==> config.mk <==
export PLATFORM = sky130hd
export DESIGN_NAME = two_zone_irrigation_scheduler
export DESIGN_NICKNAME = d
export VERILOG_FILES = /design/src/hw/rtl/irs_pkg.sv /design/src/hw/rtl/irs_cfg.sv /design/src/hw/rtl/irs_sched.sv /design/src/hw/rtl/two_zone_irrigation_scheduler.sv
export SDC_FILE = /design/constraint.sdc
export NUM_CORES = 1
export LEC_CHECK = 0
export ABC_AREA = 1
export ABC_CLOCK_PERIOD_IN_PS = 3300
export BUFFER_PORTS_ARGS = -buffer_cell sky130_fd_sc_hd__buf_4
export CAP_MARGIN = 30
export CELL_PAD_IN_SITES_DETAIL_PLACEMENT = 1
export CELL_PAD_IN_SITES_GLOBAL_PLACEMENT = 1
export CORE_MARGIN = 3
export CORE_UTILIZATION = 43
export DETAILED_ROUTE_END_ITERATION = 8
export PLACE_DENSITY_LB_ADDON = 0.25
export SLEW_MARGIN = 20
export SYNTH_ARGS = -nofsm -noshare
export SYNTH_HDL_FRONTEND = slang
export SYNTH_SLANG_ARGS = --single-unit
==> constraint.sdc <==
create_clock -name i_clk -period 3.3 [get_ports i_clk]
set_input_delay 0 -clock i_clk [delete_from_list [all_inputs] [get_ports i_clk]]
set_output_delay 0 -clock i_clk [all_outputs]
set_load 0.01 [all_outputs]
==> src/hw/rtl/irs_pkg.sv <==
// Package for the two-zone irrigation scheduler: command and phase codes,
// configuration register indexes, reset values and the configuration struct.
// No dependencies.
`timescale 1ns / 1ps

package irs_pkg;

    localparam int unsigned ELAPSED_W   = 14;
    localparam int unsigned CFG_DATA_W  = 8;
    localparam int unsigned CFG_INDEX_W = 2;

    localparam logic [ELAPSED_W-1:0] ELAPSED_MAX = '1;

    // Configuration reset values
    localparam logic [4:0] RST_START_HOUR   = 5'd17;
    localparam logic [5:0] RST_START_MINUTE = 6'd0;
    localparam logic [7:0] RST_DURATION     = 8'd20;
    localparam logic [6:0] RST_DAY_MASK     = 7'h7F;

    // Weekday code that has no mask bit
    localparam logic [2:0] WEEKDAY_NONE = 3'd7;

    typedef enum logic [2:0] {
        CMD_NONE   = 3'd0,
        CMD_Z1_ON  = 3'd1,
        CMD_Z1_OFF = 3'd2,
        CMD_Z2_ON  = 3'd3,
        CMD_Z2_OFF = 3'd4
    } t_cmd;

    typedef enum logic [3:0] {
        PH_WAIT  = 4'b0001,
        PH_ZONE1 = 4'b0010,
        PH_PAUSE = 4'b0100,
        PH_ZONE2 = 4'b1000
    } t_phase;

    typedef enum logic [CFG_INDEX_W-1:0] {
        CFG_START_HOUR   = 2'd0,
        CFG_START_MINUTE = 2'd1,
        CFG_DURATION     = 2'd2,
        CFG_DAY_MASK     = 2'd3
    } t_cfg_idx;

    typedef struct packed {
        logic [4:0] start_hour;
        logic [5:0] start_minute;
        logic [7:0] duration_minutes;
        logic [6:0] day_enable_mask;
    } t_cfg;

endpackage

==> src/hw/rtl/irs_cfg.sv <==
// Configuration register file of the irrigation scheduler.
// Depends on irs_pkg.
`timescale 1ns / 1ps

module irs_cfg (
    input  logic                           i_clk,
    input  logic                           i_rst_n,
    input  logic                           i_cfg_valid,
    input  logic [irs_pkg::CFG_INDEX_W-1:0] i_cfg_index,
    input  logic [irs_pkg::CFG_DATA_W-1:0]  i_cfg_data,
    output irs_pkg::t_cfg                   o_cfg
);
    import irs_pkg::*;

    t_cfg r_cfg;
    t_cfg n_cfg;

    // Decode one write transfer into the addressed register
    always_comb begin
        n_cfg = r_cfg;
        if (i_cfg_valid) begin
            unique case (t_cfg_idx'(i_cfg_index))
                CFG_START_HOUR:   n_cfg.start_hour       = i_cfg_data[4:0];
                CFG_START_MINUTE: n_cfg.start_minute     = i_cfg_data[5:0];
                CFG_DURATION:     n_cfg.duration_minutes = i_cfg_data[7:0];
                CFG_DAY_MASK:     n_cfg.day_enable_mask  = i_cfg_data[6:0];
                default:          n_cfg = r_cfg;
            endcase
        end
    end

    always_ff @(posedge i_clk) begin
        if (!i_rst_n) begin
            r_cfg.start_hour       <= RST_START_HOUR;
            r_cfg.start_minute     <= RST_START_MINUTE;
            r_cfg.duration_minutes <= RST_DURATION;
            r_cfg.day_enable_mask  <= RST_DAY_MASK;
        end else begin
            r_cfg <= n_cfg;
        end
    end

    assign o_cfg = r_cfg;

endmodule

==> src/hw/rtl/irs_sched.sv <==
// Schedule state (phase, counting flag, seconds counter) and the per-tick
// step logic producing the zone command. Depends on irs_pkg.
`timescale 1ns / 1ps

module irs_sched (
    input  logic          i_clk,
    input  logic          i_rst_n,
    input  logic          i_step,
    input  logic          i_time_valid,
    input  logic [2:0]    i_weekday,
    input  logic [4:0]    i_hour,
    input  logic [5:0]    i_minute,
    input  irs_pkg::t_cfg i_cfg,
    output irs_pkg::t_cmd o_cmd
);
    import irs_pkg::*;

    t_phase               r_phase,    n_phase;
    logic                 r_counting, n_counting;
    logic [ELAPSED_W-1:0] r_elapsed,  n_elapsed;

    logic [ELAPSED_W-1:0] limit;
    logic [ELAPSED_W-1:0] elapsed_inc;
    logic                 enabled;
    logic                 done;
    t_cmd                 cmd;

    // Threshold in seconds: duration * 60 as (d << 6) - (d << 2)
    assign limit = {i_cfg.duration_minutes, 6'b0} - {4'b0, i_cfg.duration_minutes, 2'b0};

    // Saturating advance while counting
    assign elapsed_inc = (r_counting && (r_elapsed != ELAPSED_MAX))
                         ? r_elapsed + 1'b1 : r_elapsed;

    assign enabled = (i_weekday != WEEKDAY_NONE) && i_cfg.day_enable_mask[i_weekday];
    assign done    = (elapsed_inc >= limit);

    // Phase step for one tick
    always_comb begin
        n_phase    = r_phase;
        n_counting = r_counting;
        n_elapsed  = r_elapsed;
        cmd        = CMD_NONE;
        if (i_time_valid) begin
            n_elapsed = elapsed_inc;
            if (enabled) begin
                unique case (r_phase)
                    PH_WAIT: begin
                        if ((i_hour == i_cfg.start_hour) && (i_minute == i_cfg.start_minute)) begin
                            cmd        = CMD_Z1_ON;
                            n_counting = 1'b1;
                            n_elapsed  = '0;
                            n_phase    = PH_ZONE1;
                        end
                    end
                    PH_ZONE1: begin
                        if (done) begin
                            cmd        = CMD_Z1_OFF;
                            n_counting = 1'b0;
                            n_phase    = PH_PAUSE;
                        end
                    end
                    PH_PAUSE: begin
                        if (done) begin
                            cmd        = CMD_Z2_ON;
                            n_counting = 1'b1;
                            n_elapsed  = '0;
                            n_phase    = PH_ZONE2;
                        end
                    end
                    PH_ZONE2: begin
                        if (done) begin
                            cmd        = CMD_Z2_OFF;
                            n_counting = 1'b0;
                            n_elapsed  = '0;
                            n_phase    = PH_WAIT;
                        end
                    end
                    default: begin
                        n_phase = PH_WAIT;
                    end
                endcase
            end
        end
    end

    always_ff @(posedge i_clk) begin
        if (!i_rst_n) begin
            r_phase    <= PH_WAIT;
            r_counting <= 1'b0;
            r_elapsed  <= '0;
        end else if (i_step) begin
            r_phase    <= n_phase;
            r_counting <= n_counting;
            r_elapsed  <= n_elapsed;
        end
    end

    assign o_cmd = cmd;

    // Counting only happens while a zone is watering
    a_count_in_zone: assert property (@(posedge i_clk) disable iff (!i_rst_n)
        r_counting |-> (r_phase == PH_ZONE1 || r_phase == PH_ZONE2))
        else $error("counter running outside a watering phase");

    // Waiting for the start time always leaves the counter cleared
    a_wait_cleared: assert property (@(posedge i_clk) disable iff (!i_rst_n)
        (r_phase == PH_WAIT) |-> (r_elapsed == '0 && !r_counting))
        else $error("counter not cleared while waiting");

    // A zone-on command restarts the counter from zero
    a_on_restarts: assert property (@(posedge i_clk) disable iff (!i_rst_n)
        (i_step && (cmd == CMD_Z1_ON || cmd == CMD_Z2_ON)) |=>
        (r_elapsed == '0 && r_counting))
        else $error("zone on without counter restart");

endmodule

==> src/hw/rtl/two_zone_irrigation_scheduler.sv <==
// Two-zone irrigation scheduler, top level.
// Ticks pass through the input register and then the result register, which drives the result channel.
// Throughput: one tick per cycle while the result channel is not stalled.
// Reset: synchronous active-low i_rst_n clears the valid flags of both pipeline registers and
// the schedule state, and loads the configuration reset values. Configuration is always ready.
// Depends on irs_pkg, irs_cfg, irs_sched.
`timescale 1ns / 1ps

module two_zone_irrigation_scheduler (
    input  logic                            i_clk,
    input  logic                            i_rst_n,
    // tick input channel
    input  logic                            i_in_valid,
    output logic                            o_in_ready,
    input  logic                            i_time_valid,
    input  logic [2:0]                      i_weekday,
    input  logic [4:0]                      i_hour,
    input  logic [5:0]                      i_minute,
    // result channel
    output logic                            o_out_valid,
    input  logic                            i_out_ready,
    output logic [2:0]                      o_zone_command,
    // configuration write channel
    input  logic                            i_cfg_valid,
    output logic                            o_cfg_ready,
    input  logic [irs_pkg::CFG_INDEX_W-1:0] i_cfg_index,
    input  logic [irs_pkg::CFG_DATA_W-1:0]  i_cfg_data
);
    import irs_pkg::*;

    // Input register
    logic       r_in_valid;
    logic       r_time_valid;
    logic [2:0] r_weekday;
    logic [4:0] r_hour;
    logic [5:0] r_minute;

    // Result register
    logic       r_out_valid;
    t_cmd       r_cmd;

    logic       step;
    t_cfg       cfg;
    t_cmd       cmd;

    // Tick moves to the result register when that is free or being drained
    assign step       = r_in_valid && (!r_out_valid || i_out_ready);
    assign o_in_ready = !r_in_valid || step;

    always_ff @(posedge i_clk) begin
        if (!i_rst_n) begin
            r_in_valid <= 1'b0;
        end else if (o_in_ready) begin
            r_in_valid <= i_in_valid;
        end
    end

    always_ff @(posedge i_clk) begin
        if (i_in_valid && o_in_ready) begin
            r_time_valid <= i_time_valid;
            r_weekday    <= i_weekday;
            r_hour       <= i_hour;
            r_minute     <= i_minute;
        end
    end

    assign o_cfg_ready = 1'b1;

    irs_cfg u_cfg (
        .i_clk       (i_clk),
        .i_rst_n     (i_rst_n),
        .i_cfg_valid (i_cfg_valid),
        .i_cfg_index (i_cfg_index),
        .i_cfg_data  (i_cfg_data),
        .o_cfg       (cfg)
    );

    irs_sched u_sched (
        .i_clk        (i_clk),
        .i_rst_n      (i_rst_n),
        .i_step       (step),
        .i_time_valid (r_time_valid),
        .i_weekday    (r_weekday),
        .i_hour       (r_hour),
        .i_minute     (r_minute),
        .i_cfg        (cfg),
        .o_cmd        (cmd)
    );

    // Result register: holds until the transfer out completes
    always_ff @(posedge i_clk) begin
        if (!i_rst_n) begin
            r_out_valid <= 1'b0;
        end else if (step) begin
            r_out_valid <= 1'b1;
        end else if (i_out_ready) begin
            r_out_valid <= 1'b0;
        end
    end

    always_ff @(posedge i_clk) begin
        if (step) begin
            r_cmd <= cmd;
        end
    end

    assign o_out_valid    = r_out_valid;
    assign o_zone_command = r_cmd;

    // A stalled result is never overwritten by the next tick
    a_no_overwrite: assert property (@(posedge i_clk) disable iff (!i_rst_n)
        (r_out_valid && !i_out_ready) |-> !step)
        else $error("result overwritten while stalled");

    // The input register only empties by moving its tick forward
    a_in_drain: assert property (@(posedge i_clk) disable iff (!i_rst_n)
        (r_in_valid && !step) |=> r_in_valid)
        else $error("tick lost from input register");

    // Every forwarded tick yields a result next cycle
    a_step_result: assert property (@(posedge i_clk) disable iff (!i_rst_n)
        step |=> r_out_valid)
        else $error("forwarded tick without result");

endmodule
; Yosys cells after proc, flatten, opt, wreduce, memory -nomap -nowiden
; Cells that the tools add are included.
[word_totals]
regBits = 65
latchBits = 0
ramBits = 0
mem_bits_ro = 0
input_bits = 30
out_inout_bits = 6
wordCells = 79
n_memories = 0
[op_classes]
add_sub_neg = 2
n_mul = 0
div = 0
order_cmp = 2
n_eq_ne = 16
shift = 0
muxes = 23
bitwise_logic = 0
reduce_logical = 22
[op_table]
columns = operator, count
row1 = 14-bit two-way mux, 4
row2 = 14-bit case mux with 2 select lines, 1
row3 = 4-bit two-way mux, 4
row4 = 4-bit case mux with 4 select lines, 1
row5 = 14-bit by 1-bit adder with 14-bit output (second input constant), 1
row6 = 14-bit greater-or-equal comparator, 1
row7 = 14-bit != test (second input constant), 1
row8 = 7-bit AND reduction, 2
row9 = 14-bit by 10-bit subtractor with 14-bit output, 1
row10 = 3-bit case mux with 4 select lines, 1
row11 = 2-bit AND reduction, 6
row12 = 2-bit by 1-bit != test with 1-bit output (second input constant), 5
row13 = 1-bit two-way mux, 7
row14 = 6-bit == test, 1
row15 = 5-bit == test, 1
row16 = 1-bit logical AND, 5
row17 = 2-bit == test (second input constant), 2
row18 = 4-bit by 1-bit == test with 1-bit output (second input constant), 1
row19 = 4-bit by 2-bit == test with 1-bit output (second input constant), 1
row20 = 4-bit by 3-bit == test with 1-bit output (second input constant), 1
row21 = 4-bit == test (second input constant), 1
row22 = 3-bit by 4-bit < comparator with 1-bit output (second input constant), 1
row23 = 2-bit two-way mux, 2
row24 = 2-bit OR reduction, 2
row25 = other kinds (10), 12

; Logic depth before layout (Yosys ltp)
[depth]
depth_word = 7
ltp_mapped = 22
depth_no_buf = 22

; Cells and area by module
; From an unflattened synthesis, not the netlist that was laid out.
[unflattened]
hier_cells = 547
hier_area_um2 = 3998.8
[modules_own_cells]
columns = module, instances, cells_each, area_per_inst_um2, seq_area_each_um2
row1 = irs_sched, 1, 364, 2327.2, 380.4
row2 = irs_cfg, 1, 150, 1024.7, 520.5
row3 = two_zone_irrigation_scheduler, 1, 33, 646.9, 580.6

; Worst setup path after synthesis
; No wires, ideal clock.
[synth_path]
kind = register to register
from = register u_cfg.r_cfg (netlist bit u_cfg.o_cfg[13])
to = register u_sched.r_elapsed[5]
setup_ps = 72
arrival_ps = 2794
required_ps = 3228
path_slack_ps = 434
path_stages_with_launch = 22
n_path_buf = 1
period_less_slack_ps = 2866
cell_sequence = dfxtp_1 inv_1 ha_1 nand2_1 inv_1 a221oi_1 nand2_1 nand2_1 nand2_1 nor3_1 xor2_1 ha_1 nand2_1 nor2_1 nand4_1 a21oi_1 nor2_1 nand3_2 nand2_2 buf_6 nand2_1 a21oi_1
[synth_between]
elab_chain_len = 5
[synth_rtl]
columns = element, line_no
row1 = from (decl), irs_cfg.sv:15  ; t_cfg r_cfg;
row2 = from (signal assigned), irs_cfg.sv:39  ; r_cfg <= n_cfg;
row3 = 14-bit by 10-bit subtractor with 14-bit output, irs_sched.sv:29  ; assign limit = {i_cfg.duration_minutes, 6'b0} - {4'b0, i_cfg.duration_minutes, 2'b0};
row4 = 14-bit greater-or-equal comparator, irs_sched.sv:36  ; assign done = (elapsed_inc >= limit);
row5 = 14-bit two-way mux, "irs_sched.sv:64, irs_sched.sv:72"
row6 = 14-bit case mux with 2 select lines, irs_sched.sv:47  ; unique case (r_phase)
row7 = 14-bit two-way mux, irs_sched.sv:46  ; if (enabled) begin
row8 = to (signal assigned), irs_sched.sv:95  ; r_elapsed <= n_elapsed;
row9 = to (decl), irs_sched.sv:20  ; logic [ELAPSED_W-1:0] r_elapsed, n_elapsed;
; Every way passes these cells.
; A chain may end at the register's enable or synchronous reset.

; Worst setup path in the final report
[layout_path]
from = register u_cfg.r_cfg (netlist bit u_cfg.o_cfg[13])
to = register u_sched.r_elapsed[0]
; The elaborated chain is that of the path after synthesis.

==> tab_implementation.tex <==
\begin{tabular}{lr}
\hline
Metric & Value \\
\hline
\multicolumn{2}{l}{\textbf{Status}} \\
\quad Status & finished clean \\
\multicolumn{2}{l}{\textbf{Clocking}} \\
\quad Maximum clock path buffer count & 2 \\
\quad H-Tree Level Count & 3 \\
\quad Root cell of the clock tree & sky130\_fd\_sc\_hd\_\_clkbuf\_8 \\
\quad TritonCTS buffer count & 9 \\
\quad Clock insertion delay at the later pin of the skew report & between 0.3 and 0.4 ns \\
\quad Total number of clock tree sinks & 65 \\
\quad TritonCTS clock tree & built \\
\quad Clock-pin slew on the worst setup and hold paths & approximately 0.080 ns \\
\multicolumn{2}{l}{\textbf{Drt}} \\
\quad Via count of the routed design & 3,529 \\
\quad Number of remaining DRC errors & 0 \\
\quad Final wirelength & between 10,000 and 15,000 um \\
\quad Router iterations before antenna repair & 6 \\
\quad Routed length per placed instance & 16.6 um \\
\quad Post-detailed-route via-to-cell ratio & around 5.2 \\
\quad First DRT Iteration DRCs & 93 \\
\quad Count of nets left with antenna violations after detail routing & 0 \\
\multicolumn{2}{l}{\textbf{Synthesis}} \\
\quad Number of distinct library cells after synthesis & 31 \\
\quad Syn Inst Count & 494 \\
\quad Cell type with the largest total area after synthesis & sky130\_fd\_sc\_hd\_\_dfxtp\_1 \\
\quad Cells taking the most area after synthesis & sky130\_fd\_sc\_hd\_\_dfxtp\_1 26\%, sky130\_fd\_sc\_hd\_\_edfxtp\_1 15\%, sky130\_fd\_sc\_hd\_\_nand2\_1 12\% \\
\quad Mapped Area & 3670 sq um \\
\quad Top-area cell type share of the netlist area & between 20 and 30\% \\
\quad Sequential fraction of the synthesis area & between 40\% and 50\% \\
\quad Share of async-settable or async-resettable flops after synthesis & 0\% \\
\quad Syn. warnings & 0 \\
\quad Number of synthesized register bits & between 60 and 70 \\
\quad Primary flip-flop cell chosen by synthesis mapping & sky130\_fd\_sc\_hd\_\_dfxtp\_1 \\
\quad Average footprint of a synthesized cell & 7.43 sq um \\
\quad Post-Syn Nets & between 500 and 600 \\
\quad EDFF count, synth & 18 \\
\multicolumn{2}{l}{\textbf{Timing}} \\
\quad Worst Max-Slew Pin Slew & between 0.8 and 0.9 ns \\
\quad Achievable Freq & approximately 310 MHz \\
\quad Worst clock skew & $\sim$0.018 ns \\
\quad Number of hold-slack violations in the final timing report & 0 \\
\quad Setup Viol. Count Final & 0 \\
\quad Worst slew margin relative to its limit & between 40\% and 50\% \\
\quad Final critical delay including setup and external delays & 3.22 ns \\
\quad Number of max-slew violations in the final report & 0 \\
\quad Final cycle utilization of the critical path & a little over nine tenths \\
\quad Total negative setup slack & 0 ns \\
\quad Hold slack final & slightly below 0.06 ns \\
\multicolumn{2}{l}{\textbf{Worst hold path}} \\
\quad Worst hold path type & input pin to register \\
\multicolumn{2}{l}{\textbf{Place}} \\
\quad Port-buffer cells & 34 \\
\quad HPWL Detailed & approximately 7000 um \\
\quad DP Area & between 4000 and 5000 sq um \\
\quad Final Wtd Congestion & between 0.8 and 0.9 \\
\multicolumn{2}{l}{\textbf{Critical path}} \\
\quad Arrival time of the worst setup path & 3.43 ns \\
\quad Dominant delay contributor by cell family on the critical path & simple AND/OR/NAND/NOR gates \\
\quad Critical-path cell list & inv\_1 > ha\_4 > nand2\_1 > inv\_1 > a221oi\_1 > nand2\_1 > nand2\_1 > nand2\_1 > nor3\_2 > xor2\_1 > ha\_1 > nand2\_1 > nor2\_2 > nand4\_1 > a21oi\_2 > nor2\_2 > buf\_4 > nand3\_4 > nand2\_8 > nand2\_1 > a21oi\_1 \\
\quad Combined buffer and inverter count along the critical path & 3 \\
\quad Peak per-stage delay on the critical path & about 0.32 ns \\
\quad Kind of capture point of the worst setup path & register \\
\quad Standard cell with the maximum stage delay on the critical path & sky130\_fd\_sc\_hd\_\_dfxtp\_2 \\
\quad Required @ worst endpoint & around 3.5 ns \\
\quad Cell repeated most along the worst path & sky130\_fd\_sc\_hd\_\_nand2\_1 \\
\quad Critical Path Source Type & register \\
\quad Critical Path Fanout Max & 7 \\
\quad Start-to-end type of the worst setup path & register to register \\
\multicolumn{2}{l}{\textbf{Layout}} \\
\quad Final net count & slightly above 600 \\
\quad Area grow syn2layout & 28.0\% \\
\quad Fin area & 4700 sq um \\
\quad End-of-flow core utilization & between 50\% and 60\% \\
\quad Register area & 1490 sq um \\
\quad Combined area of the multi-input logic cells & slightly above 2000 sq um \\
\quad Most used cells in the layout excluding fill and tap cells & 111 x sky130\_fd\_sc\_hd\_\_nand2\_1, 54 x sky130\_fd\_sc\_hd\_\_inv\_1, 51 x sky130\_fd\_sc\_hd\_\_nor2\_1 \\
\quad Most common library cell in the layout ignoring fill and taps & sky130\_fd\_sc\_hd\_\_nand2\_1 \\
\quad Fraction of layout instances using a drive strength above 1 & about 17\% \\
\quad Antenna fix cells & 0 \\
\quad Fillers & around 1,000 \\
\multicolumn{2}{l}{\textbf{Die}} \\
\quad Height of the die & roughly 98 um \\
\quad Initial Util & 44.4\% \\
\quad Std-Cell Rows & 33 \\
\quad Die outline area & 9680 sq um \\
\quad Core region area & approximately 8300 sq um \\
\quad Num ports & 36 \\
\quad Die width & 98.4 um \\
\multicolumn{2}{l}{\textbf{Global route}} \\
\quad Vias in the first global route & 3,715 \\
\quad Global Route Usage Sum & between 20\% and 30\% \\
\quad Initial antenna violation count & 0 \\
\quad Maximum number of pins on one net before global-route repair & 30 \\
\quad Global-route wire length before repair & about 18,000 um \\
\quad Total global routing overflow & 0 \\
\multicolumn{2}{l}{\textbf{Power and ir drop}} \\
\quad Total power of the final layout & 0.00190 W \\
\quad Leak & about 2 nW \\
\quad Highest ir drop seen on vdd & 0.000272 V \\
\quad Power density relative to cell area & roughly 400 nW/um\^{}2 \\
\multicolumn{2}{l}{\textbf{Run}} \\
\quad Max Cap Violations & 0 \\
\hline
\end{tabular}
[stage by stage]
stage               cells  worst slack (ns)
finish                675            0.0789
global route          675           -0.0597
CTS                   670            0.0327
detailed placement    626           -0.0158
global placement      626             0.141
floorplan             494             0.434
[per-layer routing]
metal | GRT usage (%) | up-vias | routed length (um)
met3 | 4.00 | 23 | 350
met4 | 9.24 | 0 | 317
met2 | 43.1 | 70 | 5860
met5 | 0 | - | 0
met1 | 26.8 | 1691 | 4650
li1 | - | 1745 | -
[worst min-delay path, delay by kind of cell]
kind | cells | cell delay, ns
simple gates | 1 | 0.10
buf+inv | 1 | 0.10
compound gates | 1 | 0.16
[timing repair]
item / 4_1_cts / 5_1_grt
pin swaps: 0 / 7
cloned: 0 / 1
endpoints found under the setup margin: 16 / 22
gates resized for setup: 2 / 26
endpoints found under the hold margin: 42 / 0
setup buffers: 0 / 4
hold buffers: 28 / 0
[cell usage after synthesis (all sizes together) (13+ instances only)]
cell type,count
xnor2,14
nor3,13
edfxtp,18
inv,58
nand3,33
ha,18
xor2,16
nand2,125
dfxtp,47
nor2,56
a21oi,43
o21ai,24
[cell families after synthesis]
| family | Yosys count | synth area share, % |
|---|---|---|
| XOR/XNOR | 30 | 7.16 |
| other | 1 | 0.102 |
| AND/OR/NAND/NOR | 236 | 28.0 |
| AO/OA/AOI/OAI | 74 | 10.6 |
| adder cells (fa/ha/maj) | 18 | 6.14 |
| flip-flops | 65 | 40.4 |
| buffers and inverters | 70 | 7.67 |
[final cells by class]
cell class	count	share of cell area, %
Timing Repair Buffer	70	12.7
Inverter	59	4.71
Clock inverter	7	2.18
Sequential cell	65	31.6
Multi-Input combinational cell	360	43.4
Clock buffer	9	2.64
Tap cell	105	2.80
[state kept, by name, summed over array words and instances, names as in the netlist]
| signal | cells |
|---|---|
| o_out_valid | 1 |
| o_zone_command | 3 |
| r_hour | 5 |
| r_in_valid | 1 |
| r_minute | 6 |
| r_time_valid | 1 |
| r_weekday | 3 |
| u_cfg.o_cfg | 26 |
| u_sched.r_counting | 1 |
| u_sched.r_elapsed | 14 |
| u_sched.r_phase | 4 |
[path summary, 6_finish.rpt]
check	from	to	slack, ns	cells past startpoint
setup reg to reg	u_cfg.o_cfg[13]$_SDFFE_PN0P_	u_sched.r_elapsed[0]$_SDFFE_PN0P_	0.08	21
hold reg to reg	u_cfg.o_cfg[20]$_SDFFE_PN0P_	u_cfg.o_cfg[20]$_SDFFE_PN0P_	0.47	2
setup / recovery	u_cfg.o_cfg[13]$_SDFFE_PN0P_	u_sched.r_elapsed[0]$_SDFFE_PN0P_	0.08	21
hold / removal	i_cfg_index[0]	u_cfg.o_cfg[11]$_SDFFE_PN1P_	0.06	3
[where the power goes]
group	leakage, nW	switching (W)	internal [W]
registers	0.560	0.0000215	0.000851
clock network	0.116	0.000359	0.000435
logic	1.33	0.000126	0.000108
Power figures use the tool's default switching activity.
